==> src/rtl/core/tilt_and_corner_height_assert.svh <==
// ----------------------------------------------------------------------------
// Tilt and corner height assertion macros
// Concurrent assertion wrappers; empty when SYNTHESIS is defined.
// ----------------------------------------------------------------------------
`ifndef TILT_AND_CORNER_HEIGHT_ASSERT_SVH
`define TILT_AND_CORNER_HEIGHT_ASSERT_SVH
`ifndef SYNTHESIS
`define TCH_ASSERT_IMP(label, clk, rst, ante, cons) \
  label: assert property (@(posedge clk) disable iff (rst) (ante) |-> (cons)) \
    else $error("tch assertion failed");
`define TCH_ASSERT_NXT(label, clk, rst, ante, cons) \
  label: assert property (@(posedge clk) disable iff (rst) (ante) |=> (cons)) \
    else $error("tch assertion failed");
`else
`define TCH_ASSERT_IMP(label, clk, rst, ante, cons)
`define TCH_ASSERT_NXT(label, clk, rst, ante, cons)
`endif
`endif

==> src/rtl/core/tch_pkg.sv <==
// ----------------------------------------------------------------------------
// Tilt and corner height package
// Datapath widths, CORDIC arctangent table and register indexes.
// ----------------------------------------------------------------------------
package tch_pkg;

  localparam int CW       = 34;  // CORDIC x, y and z width
  localparam int ISQ_BITS = 30;  // square root result bits
  localparam int QB       = 31;  // tangent quotient bits

  localparam logic signed [CW-1:0] DEG90_Q = 34'sd589824000;
  localparam logic signed [32:0]   TAN_CAP = 33'sd2147483648;

  // round(atan(2^-i) in degrees * 6553600)
  localparam logic signed [CW-1:0] ATAN_Q [0:31] = '{
    34'sd294912000, 34'sd174096719, 34'sd91987925, 34'sd46694507,
    34'sd23437865,  34'sd11730358,  34'sd5866610,  34'sd2933484,
    34'sd1466764,   34'sd733385,    34'sd366693,   34'sd183346,
    34'sd91673,     34'sd45837,     34'sd22918,    34'sd11459,
    34'sd5730,      34'sd2865,      34'sd1432,     34'sd716,
    34'sd358,       34'sd179,       34'sd90,       34'sd45,
    34'sd22,        34'sd11,        34'sd6,        34'sd3,
    34'sd1,         34'sd1,         34'sd0,        34'sd0
  };

  localparam logic [2:0] REG_WHEELBASE = 3'd0;
  localparam logic [2:0] REG_TRACK     = 3'd1;
  localparam logic [2:0] REG_OFFSET_X  = 3'd2;
  localparam logic [2:0] REG_OFFSET_Y  = 3'd3;
  localparam logic [2:0] REG_ZERO_P    = 3'd4;
  localparam logic [2:0] REG_ZERO_R    = 3'd5;

  localparam logic [13:0]        RST_WHEELBASE = 14'd2200;
  localparam logic [13:0]        RST_TRACK     = 14'd1600;
  localparam logic signed [13:0] RST_OFFSET_X  = 14'sd180;
  localparam logic signed [13:0] RST_OFFSET_Y  = -14'sd120;

endpackage

==> src/rtl/core/tch_isqrt.sv <==
// ----------------------------------------------------------------------------
// Tilt and corner height square root
// floor(sqrt((a + b) * 2^28)), one result bit per register stage.
// ----------------------------------------------------------------------------
module tch_isqrt import tch_pkg::*; #(
  parameter int SW = 1
) (
  input  logic                clk,
  input  logic                rst,
  input  logic                en,
  input  logic                vin,
  input  logic [30:0]         sq_a,
  input  logic [30:0]         sq_b,
  input  logic [SW-1:0]       side_in,
  output logic                vout,
  output logic [ISQ_BITS-1:0] root,
  output logic [SW-1:0]       side_out
);

  localparam int NW = 2 * ISQ_BITS;

  logic [NW-1:0]       rem [1:ISQ_BITS];
  logic [ISQ_BITS-1:0] rt  [1:ISQ_BITS];
  logic                vs  [1:ISQ_BITS];
  logic [SW-1:0]       ss  [1:ISQ_BITS];
  logic [31:0]         sum;
  logic [NW-1:0]       n0;

  assign sum = 32'(sq_a) + 32'(sq_b);
  assign n0  = {sum, 28'b0};

  for (genvar k = 0; k < ISQ_BITS; k++) begin : g_bit
    localparam int B = ISQ_BITS - 1 - k;
    logic [NW-1:0]       r_i;
    logic [ISQ_BITS-1:0] q_i;
    logic                v_i;
    logic [SW-1:0]       s_i;
    logic [NW+1:0]       trial;
    logic                take;

    if (k == 0) begin : g_first
      assign r_i = n0;
      assign q_i = '0;
      assign v_i = vin;
      assign s_i = side_in;
    end else begin : g_next
      assign r_i = rem[k];
      assign q_i = rt[k];
      assign v_i = vs[k];
      assign s_i = ss[k];
    end

    // (root + 2^B)^2 - root^2
    assign trial = ((NW+2)'(q_i) << (B + 1)) + ((NW+2)'(1) << (2 * B));
    assign take  = (NW+2)'(r_i) >= trial;

    always_ff @(posedge clk) begin
      if (rst) begin
        vs[k+1] <= 1'b0;
      end else if (en) begin
        vs[k+1] <= v_i;
      end
    end

    always_ff @(posedge clk) begin
      if (en) begin
        ss[k+1]  <= s_i;
        rem[k+1] <= take ? r_i - NW'(trial) : r_i;
        rt[k+1]  <= take ? (q_i | (ISQ_BITS'(1) << B)) : q_i;
      end
    end
  end

  assign vout     = vs[ISQ_BITS];
  assign root     = rt[ISQ_BITS];
  assign side_out = ss[ISQ_BITS];

endmodule

==> config.mk <==
export PLATFORM = sky130hd
export DESIGN_NAME = tch_isqrt
export DESIGN_NICKNAME = d
export VERILOG_FILES = /design/src/rtl/core/tilt_and_corner_height_assert.svh /design/src/rtl/core/tch_pkg.sv /design/src/rtl/core/tch_isqrt.sv
export SDC_FILE = /design/constraint.sdc
export NUM_CORES = 2
export LEC_CHECK = 0
export ABC_AREA = 1
export BUFFER_PORTS_ARGS = -buffer_cell sky130_fd_sc_hd__buf_2
export CORE_AREA = 2 2 439 441
export DETAILED_ROUTE_END_ITERATION = 10
export DIE_AREA = 0 0 441 443
export GPL_TIMING_DRIVEN = 0
export PLACE_DENSITY = 0.65
export SKIP_LAST_GASP = 1
export SYNTH_ARGS = -nofsm -noshare
export SYNTH_HDL_FRONTEND = slang
export SYNTH_SLANG_ARGS = --single-unit
==> constraint.sdc <==
create_clock -name clk -period 9.4 [get_ports clk]
set_input_delay 0.94 -clock clk [delete_from_list [all_inputs] [get_ports clk]]
set_output_delay 0.94 -clock clk [all_outputs]
set_load 0.01 [all_outputs]
Word level (Yosys, flattened, before mapping)
Memory sizes are Yosys's and may differ from the RTL's.
Index checks and enable logic that the tools add are counted.
{"block": "totals", "regBits": 0, "ramBits": 2760, "output_inout_bits": 32, "wordCells": 220, "mem_count": 4}
{"memory": "rem", "words": 30, "word_bits": 60, "read_ports": 29, "rd_clocked_by_memory_dff": 0, "wr": 30, "line_no": "tch_isqrt.sv:22", "rtl": "logic [NW-1:0] rem [1:ISQ_BITS];"}
{"memory": "rt", "words": 30, "word_bits": 30, "read_ports": 30, "rd_clocked_by_memory_dff": 0, "wr": 30, "line_no": "tch_isqrt.sv:23", "rtl": "logic [ISQ_BITS-1:0] rt [1:ISQ_BITS];"}
{"memory": "ss", "words": 30, "word_bits": 1, "read_ports": 30, "rd_clocked_by_memory_dff": 0, "wr": 30, "line_no": "tch_isqrt.sv:25", "rtl": "logic [SW-1:0] ss [1:ISQ_BITS];"}
{"memory": "vs", "words": 30, "word_bits": 1, "read_ports": 30, "rd_clocked_by_memory_dff": 0, "wr": 30, "line_no": "tch_isqrt.sv:24", "rtl": "logic vs [1:ISQ_BITS];"}
{"block": "op_classes", "addsub": 60, "order_cmp": 30, "muxes": 96, "bitwise_logic": 30}
{"op": "$mux W60", "n": 30}
{"op": "$add A59 B57 Y60 const B", "n": 1}
{"op": "$ge A60 B32 Y1", "n": 1}
{"op": "$ge A60 B33 Y1", "n": 1}
{"op": "$ge A60 B34 Y1", "n": 1}
{"op": "$ge A60 B35 Y1", "n": 1}
{"op": "$ge A60 B36 Y1", "n": 1}
{"op": "$ge A60 B37 Y1", "n": 1}
{"op": "$ge A60 B38 Y1", "n": 1}
{"op": "$ge A60 B39 Y1", "n": 1}
{"op": "$ge A60 B40 Y1", "n": 1}
{"op": "$ge A60 B41 Y1", "n": 1}
{"op": "$ge A60 B42 Y1", "n": 1}
{"op": "$ge A60 B43 Y1", "n": 1}
{"op": "$ge A60 B44 Y1", "n": 1}
{"op": "$ge A60 B45 Y1", "n": 1}
{"op": "$ge A60 B46 Y1", "n": 1}
{"op": "$ge A60 B47 Y1", "n": 1}
{"op": "$ge A60 B48 Y1", "n": 1}
{"op": "$ge A60 B49 Y1", "n": 1}
{"op": "$ge A60 B50 Y1", "n": 1}
{"op": "$ge A60 B51 Y1", "n": 1}
{"op": "$ge A60 B52 Y1", "n": 1}
{"op": "$ge A60 B53 Y1", "n": 1}
{"op": "98 further kinds", "n": 163}

Logic depth before layout (Yosys ltp)
{"block": "depth", "word_depth": 4, "depth_mapped": 26, "mapped_depth_nobuf": 26}

Least setup slack after synthesis
No wires, ideal clock.
{"block": "synth_path", "path_type": "input -> register", "start": "input sq_a[0]", "end": "memory rem[1][58] (netlist name), data pin", "setup_time_ns": 0.252, "arrival_time_ns": 3.385, "required_time_ns": 9.148, "slack_ns": 5.763, "path_stages": 23, "path_buffers": 0, "path_cell_list": "ha_1 -> inv_1 -> fa_1 -> inv_1 -> nand3_1 -> nand3_1 -> nand3_1 -> nand2_1 -> nand2_1 -> o211ai_1 -> xor2_1 -> ha_1 -> nand3b_1 -> nor2_1 -> nand3_1 -> nor2_1 -> nand4_1 -> nor2_1 -> nand3_1 -> nor2_1 -> nand2_1 -> nand3_1 -> nand2_1"}
{"element": "start, declared", "line_no": "tch_isqrt.sv:12", "rtl": "input logic [30:0] sq_a,"}
{"element": "end, declared", "line_no": "tch_isqrt.sv:22"}

==> impl_metrics.env <==
export IMPL_outcome="finished clean"
export IMPL_grt_usage=0.2506
export IMPL_yosysMostFrequentCell="nand2_1"
export IMPL_startpoint="en"
export IMPL_cp_required_ns=9.85
export IMPL_grt_pass1_wl_um=381900
export IMPL_cts_tree="built"
export IMPL_cp_max_fo=163
export IMPL_drive_above_1_share=0.05898
export IMPL_ys_seq_elements=1622
export IMPL_synth_edf_count=1622
export IMPL_rsz0062_at_grt="no"
export IMPL_ys_async_sr_fraction=0
export IMPL_reg2reg_from="rt[22][8]"
export IMPL_p_leak_nw=42.34
export IMPL_end_kind="flop"
export IMPL_fp_dieH_um=443
export IMPL_fin_crit_ns=4.035
export IMPL_worstSetupStartpointType="input pin"
export IMPL_dieWidth_um=441
export IMPL_max_slew_worst_pin_slew_ns=0.9695
export IMPL_final_seq_area_mm2=0.04871
export IMPL_cts_resized=0
export IMPL_utilization=0.5460
export IMPL_synth_area_mm2=0.09488
export IMPL_multi_input_area_mm2=0.03914
export IMPL_h_tree_depth=4
export IMPL_hold_violations=0
export IMPL_rows=161
export IMPL_final_max_slew_viol_count=0
export IMPL_wl_per_cell_um=18.44
export IMPL_start_util=0.4963
export IMPL_hpwlAfterDp_um=194400
export IMPL_synth_commonest_cells="nand2_1, inv_1, edfxtp_1, nor2_1, a21oi_1"
export IMPL_ios=99
export IMPL_vdd_drop_max_uv=186.5
export IMPL_ys_seq_area_frac=0.5133
export IMPL_clock_path_buffers=3
export IMPL_drtPass1Iterations=6
export IMPL_power_density_mw_per_mm2=229.2
export IMPL_area_growth_pct=10.02
export IMPL_wl_um=247000
export IMPL_r2r_slack_ns=5.95
export IMPL_antenna_found_initial=5
export IMPL_io_buffers=98
export IMPL_instances_no_fill=13396
export IMPL_grt_pass1_vias=69069
export IMPL_synthCells=10442
export IMPL_drc=0
export IMPL_synth_top_area_cell="edfxtp_1"
export IMPL_tns_ns=0
export IMPL_clkLatencyLatePin_ns=0.83
export IMPL_num_vias=71299
export IMPL_synth_top_cell_area_share=0.5133
export IMPL_hold_class="in -> reg"
export IMPL_grt_max_degree=184
export IMPL_synthFlopType="edfxtp_1"
export IMPL_skew_ns=0.04164
export IMPL_maxCapViolCount=0
export IMPL_fp_coreArea_mm2=0.1912
export IMPL_fillers=17176
export IMPL_place_inst=13076
export IMPL_synth_distinct_cells=70
export IMPL_antenna_left=0
export IMPL_hp_start="side_in"
export IMPL_place_area_mm2=0.09882
export IMPL_min_period_over_period=0.4293
export IMPL_cts_root_buf="clkbuf_16"
export IMPL_fmax_mhz=247.8
export IMPL_cts_hold_buf=0
export IMPL_synth_nets=11020
export IMPL_cts_sinks=1622
export IMPL_yosys_top_cells_area="edfxtp_1, nand2_1, inv_1"
export IMPL_nets=11304
export IMPL_post_cts_buffers=0
export IMPL_avgSynthCellArea_um2=9.086
export IMPL_cts_inserted_buffers=174
export IMPL_gp_congestion=0.9900
export IMPL_clkTransAtPathRegs_ns=0.06
export IMPL_synth_warnings=0
export IMPL_arrival_ns=4.49
export IMPL_die_area_mm2=0.1954
export IMPL_grt_overflow=0
export IMPL_routed_via_density=5.322
export IMPL_setup_viol=0
export IMPL_slew_headroom=0.3536
export IMPL_crit_type="in -> reg"
export IMPL_fin_area_mm2=0.1044
export IMPL_drt_iter0_drc=5831
## worst paths after layout
path	to	cells past startpoint
max	rt[30][6]	6
min	ss[1]	1
max reg2reg	rem[23][29]	14
min reg2reg	ss[25]	0
## layer usage
metal / part of all wire / GRT usage / wire length (um)
met5: 0.000053 / 0 / 13
met2: 0.46 / 0.4044 / 113900
met3: 0.052 / 0.02850 / 12820
met4: 0.035 / 0.08673 / 8602
met1: 0.45 / 0.3500 / 111800
## logic make-up after synthesis
group,Yosys count,synth area share
xor+xnor,694,0.06406
buf+inv,1810,0.07411
flops,1622,0.5133
simple gates,4224,0.1877
fa+ha+maj,511,0.06849
compound gates,1581,0.09224
## metrics by stage
| stage | hold slack (ns) | power (mW) | worst slack, ns |
|---|---|---|---|
| finish | 0.2929 | 23.93 | 5.365 |
| global route | 0.2592 | 25.33 | 5.024 |
| CTS | 0.2265 | 24.01 | 5.314 |
| detailed placement | 0.4045 | 17.27 | 4.424 |
| global placement | 0.4009 | 17.54 | -18.63 |
| floorplan | 0.4003 | 15.05 | 5.763 |
## flip-flops by register name, indices dropped and copies added (netlist names)
register / flops
rt: 465
rem: 1097
vs: 30
ss: 30
## power by group
| part | internal (mW) | switching [mW] |
|---|---|---|
| Clock | 3.82 | 2.82 |
| Combinational | 2.40 | 4.38 |
| Sequential | 9.51 | 1.01 |
## cell type report
class,instances,area share
buffer,108,0.006161
multi-input combinational,7010,0.3750
antenna,2,0.00004795
sequential,1622,0.4666
tap,2526,0.03028
clock inverter,114,0.009853
clock buffer,204,0.04340
timing repair buffer,108,0.007479
inverter,1702,0.06120
## critical path, cell delays in order
cell and delay (ns):
buf_12 0.42, buf_16 0.54, buf_16 0.55, buf_16 0.43, buf_16 0.43, buf_16 0.44
## cells in the final DEF, fill, tap and decap left out, drive strengths merged, types with 117 or more instances in the layout
master / count
inv: 1713
nor2: 1382
clkbuf: 224
nor4: 117
nand3: 359
nand4: 164
a21oi: 644
o21ai: 668
xnor2: 396
edfxtp: 1622
nand2: 1894
buf: 196
xor2: 298
ha: 497
nor3: 176
No activity file was read; power rests on OpenSTA's default activity.
